===== config.mk =====
export PLATFORM = sky130hd
export DESIGN_NAME = gbn_ctrl
export DESIGN_NICKNAME = d
export VERILOG_FILES = /design/src/sv/gbn_pkg.sv /design/src/sv/gbn_ctrl.sv
export SDC_FILE = /design/constraint.sdc
export NUM_CORES = 1
export LEC_CHECK = 0
export BUFFER_PORTS_ARGS = -buffer_cell sky130_fd_sc_hd__buf_2
export CAP_MARGIN = 20
export CORE_MARGIN = 5
export CORE_UTILIZATION = 45
export CTS_CLUSTER_DIAMETER = 200
export CTS_CLUSTER_SIZE = 8
export DETAILED_ROUTE_END_ITERATION = 10
export PLACE_DENSITY_LB_ADDON = 0.2
export SYNTH_ARGS = -nofsm -noshare
export SYNTH_HDL_FRONTEND = slang
export SYNTH_SLANG_ARGS = --single-unit
export TNS_END_PERCENT = 1

===== constraint.sdc =====
create_clock -name i_clk -period 3.8 [get_ports i_clk]
set_input_delay 0 -clock i_clk [delete_from_list [all_inputs] [get_ports i_clk]]
set_output_delay 0 -clock i_clk [all_outputs]
set_load 0.01 [all_outputs]

===== src/sv/gbn_pkg.sv =====
`timescale 1ns / 1ps
`default_nettype none
package gbn_pkg;

    localparam int MaxBoxesDefault = 64;

    // register indexes on the configuration port
    localparam logic [1:0] CFG_IOU_NUM    = 2'd0;
    localparam logic [1:0] CFG_IOU_DEN    = 2'd1;
    localparam logic [1:0] CFG_KEEP_THRES = 2'd2;

    localparam logic [7:0]  IouNumReset    = 8'd2;
    localparam logic [7:0]  IouDenReset    = 8'd5;
    localparam logic [15:0] KeepThresReset = 16'd19661;

    typedef struct packed {
        logic signed [15:0] left;
        logic signed [15:0] top;
        logic signed [15:0] right;
        logic signed [15:0] bottom;
        logic [7:0]         label;
        logic [15:0]        score;
        logic               final_box;
    } t_in_item;

    typedef struct packed {
        logic signed [15:0] out_left;
        logic signed [15:0] out_top;
        logic signed [15:0] out_right;
        logic signed [15:0] out_bottom;
        logic [7:0]         out_label;
        logic [15:0]        out_score;
        logic               box_valid;
        logic               overflowed;
        logic               end_of_set;
    } t_out_item;

    typedef struct packed {
        logic signed [15:0] left;
        logic signed [15:0] top;
        logic signed [15:0] right;
        logic signed [15:0] bottom;
        logic [7:0]         label;
        logic [15:0]        score;
    } t_box;

    typedef struct packed {
        logic load;        // store accepted beat
        logic i_clr;
        logic i_inc;
        logic j_inc;
        logic rd_box_i;    // box memory read at i
        logic rd_box_j;    // box memory read at j
        logic rd_box_rank; // box memory read at index held in rank entry
        logic rd_rank_i;
        logic rd_rank_j;
        logic rk_cap;      // latch score of i, restart j and rank count
        logic rk_wr;       // write rank entry for box i
        logic sp_cap_ref;  // latch reference box, j = i + 1
        logic sp_knock;    // mark entry j suppressed
        logic em_pend;     // park survivor
        logic em_out_pend; // move parked survivor to output
        logic em_end;      // final beat of the set, clear set state
    } t_cmd;

    typedef struct packed {
        logic i_last;
        logic j_last;
        logic knocked;
        logic survivor;
        logic have_pend;
        logic out_free;
        logic suppress;
    } t_status;

    typedef enum logic [4:0] {
        S_LOAD,
        S_RK_I, S_RK_IW, S_RK_J, S_RK_DR, S_RK_W,
        S_SP_I, S_SP_IR, S_SP_IB, S_SP_J, S_SP_JR, S_SP_JB,
        S_SP_M1, S_SP_M2, S_SP_M3, S_SP_M4,
        S_EM_I, S_EM_R, S_EM_B, S_EM_END
    } t_state;

endpackage
`default_nettype wire


===== src/sv/gbn_ctrl.sv =====
`timescale 1ns / 1ps
`default_nettype none
module gbn_ctrl (
    input  wire logic            i_clk,
    input  wire logic            i_rst_n,
    input  wire logic            i_in_valid,
    input  wire logic            i_in_final,
    input  wire gbn_pkg::t_status i_st,
    output logic                 o_in_ready,
    output gbn_pkg::t_cmd        o_cmd
);

    gbn_pkg::t_state r_state, n_state;

    always_ff @(posedge i_clk) begin
        if (!i_rst_n) begin
            r_state <= gbn_pkg::S_LOAD;
        end else begin
            r_state <= n_state;
        end
    end

    always_comb begin
        n_state    = r_state;
        o_cmd      = '0;
        o_in_ready = 1'b0;
        unique case (r_state)
            gbn_pkg::S_LOAD: begin
                o_in_ready = 1'b1;
                if (i_in_valid) begin
                    o_cmd.load = 1'b1;
                    if (i_in_final) begin
                        o_cmd.i_clr = 1'b1;
                        n_state     = gbn_pkg::S_RK_I;
                    end
                end
            end
            gbn_pkg::S_RK_I: begin
                o_cmd.rd_box_i = 1'b1;
                n_state        = gbn_pkg::S_RK_IW;
            end
            gbn_pkg::S_RK_IW: begin
                o_cmd.rk_cap = 1'b1;
                n_state      = gbn_pkg::S_RK_J;
            end
            gbn_pkg::S_RK_J: begin
                o_cmd.rd_box_j = 1'b1;
                if (i_st.j_last) begin
                    n_state = gbn_pkg::S_RK_DR;
                end else begin
                    o_cmd.j_inc = 1'b1;
                end
            end
            gbn_pkg::S_RK_DR: begin
                n_state = gbn_pkg::S_RK_W;
            end
            gbn_pkg::S_RK_W: begin
                o_cmd.rk_wr = 1'b1;
                if (i_st.i_last) begin
                    o_cmd.i_clr = 1'b1;
                    n_state     = gbn_pkg::S_SP_I;
                end else begin
                    o_cmd.i_inc = 1'b1;
                    n_state     = gbn_pkg::S_RK_I;
                end
            end
            gbn_pkg::S_SP_I: begin
                o_cmd.rd_rank_i = 1'b1;
                n_state         = gbn_pkg::S_SP_IR;
            end
            gbn_pkg::S_SP_IR: begin
                if (i_st.i_last) begin
                    o_cmd.i_clr = 1'b1;
                    n_state     = gbn_pkg::S_EM_I;
                end else if (i_st.knocked) begin
                    o_cmd.i_inc = 1'b1;
                    n_state     = gbn_pkg::S_SP_I;
                end else begin
                    o_cmd.rd_box_rank = 1'b1;
                    n_state           = gbn_pkg::S_SP_IB;
                end
            end
            gbn_pkg::S_SP_IB: begin
                o_cmd.sp_cap_ref = 1'b1;
                n_state          = gbn_pkg::S_SP_J;
            end
            gbn_pkg::S_SP_J: begin
                o_cmd.rd_rank_j = 1'b1;
                n_state         = gbn_pkg::S_SP_JR;
            end
            gbn_pkg::S_SP_JR: begin
                if (!i_st.knocked) begin
                    o_cmd.rd_box_rank = 1'b1;
                    n_state           = gbn_pkg::S_SP_JB;
                end else if (i_st.j_last) begin
                    o_cmd.i_inc = 1'b1;
                    n_state     = gbn_pkg::S_SP_I;
                end else begin
                    o_cmd.j_inc = 1'b1;
                    n_state     = gbn_pkg::S_SP_J;
                end
            end
            gbn_pkg::S_SP_JB: n_state = gbn_pkg::S_SP_M1;
            gbn_pkg::S_SP_M1: n_state = gbn_pkg::S_SP_M2;
            gbn_pkg::S_SP_M2: n_state = gbn_pkg::S_SP_M3;
            gbn_pkg::S_SP_M3: n_state = gbn_pkg::S_SP_M4;
            gbn_pkg::S_SP_M4: begin
                o_cmd.sp_knock = i_st.suppress;
                if (i_st.j_last) begin
                    o_cmd.i_inc = 1'b1;
                    n_state     = gbn_pkg::S_SP_I;
                end else begin
                    o_cmd.j_inc = 1'b1;
                    n_state     = gbn_pkg::S_SP_J;
                end
            end
            gbn_pkg::S_EM_I: begin
                o_cmd.rd_rank_i = 1'b1;
                n_state         = gbn_pkg::S_EM_R;
            end
            gbn_pkg::S_EM_R: begin
                if (!i_st.knocked) begin
                    o_cmd.rd_box_rank = 1'b1;
                    n_state           = gbn_pkg::S_EM_B;
                end else if (i_st.i_last) begin
                    n_state = gbn_pkg::S_EM_END;
                end else begin
                    o_cmd.i_inc = 1'b1;
                    n_state     = gbn_pkg::S_EM_I;
                end
            end
            gbn_pkg::S_EM_B: begin
                // hold a new survivor here while a parked one waits for the output stage
                if (!(i_st.survivor && i_st.have_pend && !i_st.out_free)) begin
                    if (i_st.survivor) begin
                        o_cmd.em_pend     = 1'b1;
                        o_cmd.em_out_pend = i_st.have_pend;
                    end
                    if (i_st.i_last) begin
                        n_state = gbn_pkg::S_EM_END;
                    end else begin
                        o_cmd.i_inc = 1'b1;
                        n_state     = gbn_pkg::S_EM_I;
                    end
                end
            end
            gbn_pkg::S_EM_END: begin
                if (i_st.out_free) begin
                    o_cmd.em_end = 1'b1;
                    n_state      = gbn_pkg::S_LOAD;
                end
            end
            default: n_state = gbn_pkg::S_LOAD;
        endcase
    end

endmodule
`default_nettype wire


==> summary.md, run 1 <==
| Metric | Value |
|---|---|
| Status | completed |
| Ys flop type | dfxtp_1 |
| Worst Path Required | 3.80 ns |
| Largest stage delay, worst path | between 0.7 and 0.8 ns |
| F_max | roughly 450 MHz |
| Crit share post-route | between 50 and 60% |
| Num CTS Buffers | 3 |
| Vias | ~1000 |
| Top-count cell post-synth | nor2_1 |
| Drt first pass iters | 4 |
| Slew Limit Fails | 0 |
| TritonCTS clock tree | yes |
| Synth Instances | 125 |
| Fin cells | 168 |
| Inst Count DP | 164 |
| RSZ-0062 raised after global routing | false |
| TNS Setup | 0 ns |
| Final Hold Viols | 0 |
| IO buf count | 27 |
| Leak | a little over 0.4 nW |
| Worst Path Buf+Inv | 1 |
| H-tree levels | 1 |
| CP delay by family, top | simple AND/OR/NAND/NOR gates |
| Mapped cell area | ~800 um^2 |
| Vias in the first global route | roughly 900 |
| Hold WC Path Type | primary input to flip-flop |
| Crit path DAT | 2.23 ns |
| Root buffer cell | clkbuf_4 |
| Clk buf depth | 2 |
| Top cells by area, synth | dfxtp_1, nor2_1, a21oi_1 |
| Maximum fanout along the worst path | 21 |
| Final layout net count | ~160 |
| Worst Path Class, Setup | flip-flop to primary output |
| Die Width | between 50 and 60 um |
| Syn Area/Cell | about 6.4 um^2 |
| Drt drc | 0 |
| Synthesis-to-layout area growth | 14.5% |
| Initial Util | between 40 and 50% |
| Slew @ Worst Pin | a little under 0.7 ns |
| Post-cts resize count | 0 |
| Biggest regs | r_state (5) |
| Seq/Total Area, Yosys | between 10% and 20% |
| GRT Overall Usage | 19.2% |
| Crit. End Element | primary output |
| Rel. slew slack | between 50% and 60% |
| Share of post-route cells with drive strength above 1 | approximately 26% |
| Setup violations, final | 0 |
| Final min period | around 2.2 ns |
| Setup crit start kind | flip-flop |
| Max stage delay cell, worst path | dfxtp_1 |
| Die ar. | between 2000 and 3000 um^2 |
| Top cell type's share of synthesized area | 12.4% |
| Flip-flop and latch count after synthesis | 5 |
| Antenna-violating nets left | 0 |
| First-pass GRT wire length | about 4000 um |
| Post-synth EDFFs | 0 |
| Top cells by count, synth | nor2_1, nand2_1, a21oi_1, buf_2, nand2b_1 |
| Post-synthesis async set-or-reset flop share | 0% |
| Synth area leader | dfxtp_1 |
| Crit path cell chain | nand2b_1, nor4_2, a22oi_1, o21ai_0, buf_2 |
| Peak supply drop | ~0.00027 V |
| Fillers | roughly 180 |
| I/O pin count | 28 |
| Dpl hpwl | roughly 1700 um |
| Pwr Density | about 450 nW/um^2 |
| Total of max-cap violations | 0 |
| Core Region | 1710 um^2 |
| Antenna Cells | 0 |
| Post-synth cell types | between 40 and 50 |
| Mapped Nets | 136 |
| Die height | roughly 52 um |
| WL/cell | roughly 14 um |
| Clk pin slew, worst setup/hold paths | about 0.04 ns |
| Max reg flops | 5 |
| First DRT Iteration DRCs | 65 |
| Largest net degree at the start of global routing | 23 |
| CTS sink cnt | 5 |
| Worst-Skew Late Latency | between 0.2 and 0.25 ns |
| Gr ovfl total | 0 |
| Ys Warns | 0 |
| DRT Wirelength | around 2400 um |
| Rows | 15 |
| Hold_buf cts | 0 |
| Via-to-Cell Ratio | 5.93 |
| Biggest register | r_state |
| Post-CTS Setup Repair Bufs | 0 |
| Worst Skew | around 0.0013 ns |
| Global placement routability congestion | a little over 0.9 |
| Initial antenna violation count | 0 |
## layout make-up
| type | count | area (um^2) | area share [%] |
|---|---|---|---|
| Clock buffer | 4 | 26.3 | 2.85 |
| Sequential cell | 5 | 100 | 10.9 |
| Inverter | 6 | 22.5 | 2.45 |
| Multi-Input combinational cell | 101 | 606 | 65.8 |
| Tap cell | 25 | 31.3 | 3.40 |
| Timing Repair Buffer | 27 | 135 | 14.7 |
## final timing paths
kind,startpoint,to,slack (ns),depth (start not counted)
worst max-delay path,r_state[0],o_cmd[13],1.57,5
worst min-delay path,i_rst_n,r_state[3],0.02,2
worst max register to register,r_state[0],r_state[4],1.77,5
worst min register to register,r_state[0],r_state[0],0.79,2
## logic make-up (layout without fill, tap and decap cells)
logic type	Yosys count	after routing	synth area share [%]
AOI/OAI and AO/OA	39	39	33.1
and+or+nand+nor	62	62	42.1
buffers and inverters	19	37	12.3
DFF	5	5	12.4
## cells in the final DEF, fill, tap and decap left out, types with 3 or more instances in the layout
cell type,instances
a21oi_1,9
and3_1,4
buf_2,27
clkbuf_4,3
dfxtp_1,5
inv_1,5
nand2_1,12
nand2b_1,7
nand3_1,4
nor2_1,13
nor2b_1,4
nor3_1,6
o21a_1,3
o21ai_0,6
o22ai_1,3
## report_power, final
group	internal, mW	switching [mW]	leakage [nW]
Combinational	0.104	0.129	0.354
Sequential	0.0635	0.0567	0.0409
Clock	0.0397	0.0221	0.0150
## layer usage
layer  GRT usage (%)  vias up  share of wire [%]
met1            26.1      449                 44
met3            4.84        2                8.9
met5               0        -                  0
met2            31.2       51                 46
li1                -      495                  -
met4            2.55        0               0.68
## through the flow
stage                     total power [mW]  worst slack [ns]  hold WS (ns)  area (um^2)  utilization (%)
after floorplan                      0.304              2.29         0.115          805                -
after global placement               0.349              1.87         0.270          895             52.4
after detailed placement             0.351              1.80         0.269          895             52.4
after CTS                            0.416              1.61        0.0165          921             53.9
after global routing                 0.458              1.37        0.0180          921             53.9
final                                0.414              1.57        0.0242          921             53.9
No activity file was read; power rests on OpenSTA's default activity.
==> inputs of run 2 (changes only) <==
Settings changed: CORE_UTILIZATION 45 to 44.
Clock period 3.8 ns to 1.95 ns, I/O delays scaled along.
==> run 2 against run 1 <==
  * First-iteration DRC count is 15% lower
  * Combinational power grew to 2.5 times the previous value
  * Via count is 4.1% higher
  * Clock-buffer cell count stayed put
  * Die area is 1.8% higher
  * Non-clock buffer count is 7 higher
  * Largest cell class unchanged
==> summary.md, run 2 (synthesis gave the netlist of run 1 again) <==
| Metric | Value |
|---|---|
| Status | completed |
| Largest net degree at the start of global routing | 17 |
| TritonCTS clock tree | yes |
| IO buf count | 27 |
| Total power | 0.882 mW |
| H-tree levels | 1 |
| Vias | 1038 |
| Clk buf depth | 2 |
| Setup violations, final | 0 |
| Antenna Cells | 0 |
| Share of post-route cells with drive strength above 1 | 32.0% |
| Rel. slew slack | between 70% and 80% |
| Global placement routability congestion | 0.986 |
| Hold WC Path Type | primary input to flip-flop |
| Final min period | about 1.7 ns |
| F_max | 589 MHz |
| Hold_buf cts | 0 |
| Worst Path Class, Setup | flip-flop to primary output |
| Biggest register | r_state |
| Fillers | between 150 and 200 |
| Die Width | 52.8 um |
| Die height | about 53 um |
| Post-cts resize count | 0 |
| Crit path DAT | about 1.7 ns |
| Final Hold Viols | 0 |
| DRT Wirelength | ~2400 um |
| Initial antenna violation count | 0 |
| Maximum fanout along the worst path | 14 |
| Peak supply drop | approximately 0.00050 V |
| Biggest regs | r_state (5) |
| Final layout net count | ~160 |
| Final setup margin | 0.252 ns |
| Slew Limit Fails | 0 |
| Post-CTS Setup Repair Bufs | 0 |
| Worst Path Required | between 1.5 and 2 ns |
| Via-to-Cell Ratio | 5.93 |
| Worst-Skew Late Latency | 0.24 ns |
| Initial Util | 46.6% |
| Drt drc | 0 |
| Rows | 15 |
| First DRT Iteration DRCs | 55 |
| Drt first pass iters | 4 |
| Most common cell after layout, fill and taps aside | buf_2 |
| Dpl ws | approximately 0.27 ns |
| Max reg flops | 5 |
| Total of max-cap violations | 0 |
| Core Region | around 1700 um^2 |
| Num CTS Buffers | 3 |
| TNS Setup | 0 ns |
| GRT Overall Usage | between 10% and 20% |
| Sequential Area | between 100 and 150 um^2 |
| Leak | 0.454 nW |
| Root buffer cell | clkbuf_4 |
| Antenna-violating nets left | 0 |
| Most frequent cells in the layout | buf_2, nor2_1, nand2_1 |
| Dpl hpwl | between 1500 and 2000 um |
| First-pass GRT wire length | a little over 4000 um |
| Setup crit start kind | flip-flop |
| Gr ovfl total | 0 |
| Die ar. | ~2800 um^2 |
| Pwr Density | approximately 900 nW/um^2 |
| Area of the multi-input gates | 611 um^2 |
| CTS sink cnt | 5 |
| Worst Skew | ~0.0038 ns |
| Vias in the first global route | around 920 |
| Synthesis-to-layout area growth | 24.1% |
| Slew @ Worst Pin | 0.359 ns |
| I/O pin count | 28 |
| Crit. End Element | primary output |
| Crit share post-route | about 87% |
| Clk pin slew, worst setup/hold paths | around 0.04 ns |
| WL/cell | about 14 um |
| RSZ-0062 raised after global routing | false |
[run 2: worst paths after layout]
| kind | startpoint | to | slack [ns] | depth (start not counted) |
|---|---|---|---|---|
| setup reg to reg | r_state[2] | r_state[0] | 0.35 | 6 |
| hold reg to reg | r_state[1] | r_state[0] | 0.71 | 4 |
| setup / recovery | r_state[4] | o_cmd[13] | 0.25 | 7 |
| hold / removal | i_rst_n | r_state[1] | 0.03 | 2 |
[run 2: metal layers]
layer	track usage (%)	vias to the layer above	share of wire, %
met5	0	-	0
met4	4.26	0	0.59
met3	3.42	2	9.3
met2	30.4	58	48
met1	25.3	472	42
li1	-	506	-
[run 2: final cells by class]
type	count	area share (%)
Tap cell	25	3.13
Inverter	6	2.26
Clock buffer	4	2.63
Multi-Input combinational cell	101	61.2
Timing Repair Buffer	34	20.4
Sequential cell	5	10.4
[run 2: per-stage QoR]
| stage | cells | instance area, um^2 | hold slack (ns) | utilization (%) |
|---|---|---|---|---|
| after global placement | 171 | 960 | 0.284 | 55.6 |
| after CTS | 175 | 986 | 0.0245 | 57.1 |
| final | 175 | 998 | 0.0262 | 57.8 |
| after floorplan | 125 | 805 | 0.115 | - |
| after global routing | 175 | 998 | 0.0290 | 57.8 |
| after detailed placement | 171 | 960 | 0.279 | 55.6 |
[run 2: critical path, cell delays in order (launching register included)]
cell and delay, ns:
dfxtp_2 0.38, buf_4 0.18, nor2b_1 0.20, nand2_1 0.09, a21oi_1 0.21, a22oi_1 0.15, o21ai_0 0.10, buf_2 0.15
[run 2: report_power, final]
group / internal (mW) / total [mW] / switching [mW]
logic: 0.258 / 0.588 / 0.330
registers: 0.128 / 0.170 / 0.0420
clock network: 0.0776 / 0.124 / 0.0462
total: 0.463 / 0.882 / 0.418
==> inputs of run 3 (changes only) <==
Settings changed: PLACE_DENSITY set to 0.75, PLACE_DENSITY_LB_ADDON 0.2 to not set.
==> run 3 against run 2 <==
  * Worst hold slack better by 0.00077 ns
  * Fmax is 5.6% lower
  * Highest routed layer unchanged
  * Sequential cell count is the same
  * Routed wire length shrank 2.1%
  * Non-clock buffer count fell by 1
  * Register-to-register slack worse by 0.08 ns
  * Sequential share of layout area rose by 0.29 points
  * Via count down 2.7%
  * Critical path depth stayed put
  * Clock power decreased by 5%
  * Final cell count shrank 0.57%
==> summary.md, run 3 (synthesis gave the netlist of run 1 again) <==
| Metric | Value |
|---|---|
| Met2 global-route usage | 31.8% |
| Final min period | ~1.8 ns |
| Status | completed |
| Setup violations, final | 0 |
| Die Width | about 53 um |
| Biggest regs | r_state (5) |
| Rel. slew slack | a little over two thirds |
| Antenna Cells | 0 |
| Root buffer cell | clkbuf_4 |
| GRT Overall Usage | between 10% and 20% |
| Crit share post-route | 92.3% |
| Busiest grt layer | met2 |
| Pwr Density | about 900 nW/um^2 |
| Worst Path Class, Setup | flip-flop to primary output |
| Dpl hpwl | between 1500 and 2000 um |
| Final layout net count | ~160 |
| Slew @ Worst Pin | about 0.43 ns |
| IO buf count | 27 |
| Worst Path Required | slightly below 2 ns |
| Synthesis-to-layout area growth | 20.7% |
| Initial Util | a little under half |
| Core Region | 1730 um^2 |
| Slew Limit Fails | 0 |
| Gr ovfl total | 0 |
| Post-DP Area | approximately 940 um^2 |
| Die height | roughly 53 um |
| Global placement routability congestion | about 0.86 |
| DRT Wirelength | about 2300 um |
| Drt drc | 0 |
| First DRT Iteration DRCs | 21 |
| Crit. End Element | primary output |
| TritonCTS clock tree | yes |
| Maximum fanout along the worst path | 21 |
| I/O pin count | 28 |
| First-pass GRT wire length | roughly 3800 um |
| TNS Setup | 0 ns |
| Leak | between 0.4 and 0.5 nW |
| Crit path DAT | approximately 1.8 ns |
| Worst-Skew Late Latency | between 0.2 and 0.25 ns |
| Hold WC Path Type | primary input to flip-flop |
| Num CTS Buffers | 3 |
| Hold_buf cts | 0 |
| Die ar. | between 2000 and 3000 um^2 |
| RSZ-0062 raised after global routing | false |
| Area of the multi-input gates | 606 um^2 |
| Met1 usage | about a fifth |
| Met3 Use GR | approximately 2.6% |
| Setup crit start kind | flip-flop |
| Total power | slightly below 0.9 mW |
| F_max | about 560 MHz |
| Rows | 15 |
| Vias in the first global route | between 900 and 1000 |
| CTS sink cnt | 5 |
| Drt first pass iters | 4 |
| Initial antenna violation count | 0 |
| Fillers | around 180 |
| Most common cell after layout, fill and taps aside | buf_2 |
| Post-route cell area | slightly below 1000 um^2 |
| Peak supply drop | between 0.0006 and 0.0007 V |
| Share of post-route cells with drive strength above 1 | 31.5% |
| WL/cell | roughly 13 um |
| Clk pin slew, worst setup/hold paths | about 0.05 ns |
| H-tree levels | 1 |
| Final Hold Viols | 0 |
| Total of max-cap violations | 0 |
| Via-to-Cell Ratio | 5.80 |
| Antenna-violating nets left | 0 |
| Most frequent cells in the layout | buf_2, nor2_1, nand2_1 |
| Biggest register | r_state |
| Max reg flops | 5 |
| Worst Skew | 0.00545 ns |
| Clk buf depth | 2 |
| Vias | between 1000 and 1500 |
| Largest net degree at the start of global routing | 22 |
| Sequential Area | approximately 100 um^2 |
run 3: final cells by class:
type | instances | share of cell area, %
Inverter | 6 | 2.32
Tap cell | 25 | 3.22
Multi-Input combinational cell | 101 | 62.4
Clock inverter | 1 | 0.515
Clock buffer | 3 | 2.32
Sequential cell | 5 | 10.7
Timing Repair Buffer | 33 | 18.6
run 3: worst max-delay path: stages (launching register included):
cell	delay, ns
dfxtp_1	0.31
buf_4	0.22
nor2b_1	0.24
nand2_1	0.10
nor3_1	0.27
a21oi_1	0.10
o21ai_0	0.15
buf_2	0.15
run 3: path summary, 6_finish.rpt:
kind | startpoint | to | slack [ns] | cells after the start
max | r_state[1] | o_cmd[13] | 0.15 | 7
min reg2reg | r_state[0] | r_state[0] | 0.71 | 3
max reg2reg | r_state[3] | r_state[1] | 0.27 | 5
min | i_rst_n | r_state[3] | 0.03 | 2
run 3: what timing repair did:
action	CTS	global route
setup endpoints to repair	0	2
gates resized for setup	0	3
setup buffers	0	0
run 3: per-layer routing:
layer,part of all wire [%],vias up,wire (um)
li1,-,506,-
met1,39,450,919
met5,0,-,0
met3,9.7,4,226
met4,0.86,0,20
met2,50,50,1170
run 3: metrics by stage:
step / hold slack [ns] / std cells / setup slack (ns) / util [%]
after floorplan: 0.115 / 125 / 0.441 / -
after global placement: 0.278 / 170 / 0.199 / 54.4
after detailed placement: 0.278 / 170 / 0.144 / 54.4
after CTS: 0.0218 / 174 / 0.0473 / 56.0
after global routing: 0.0260 / 174 / 0.0346 / 56.2
final: 0.0269 / 174 / 0.151 / 56.2
run 3: where the power goes:
group | leakage [nW] | switching (mW) | total, mW | internal [mW]
registers | 0.0422 | 0.0437 | 0.170 | 0.126
logic | 0.384 | 0.331 | 0.581 | 0.250
clock network | 0.0177 | 0.0435 | 0.118 | 0.0742
total | 0.444 | 0.419 | 0.869 | 0.450
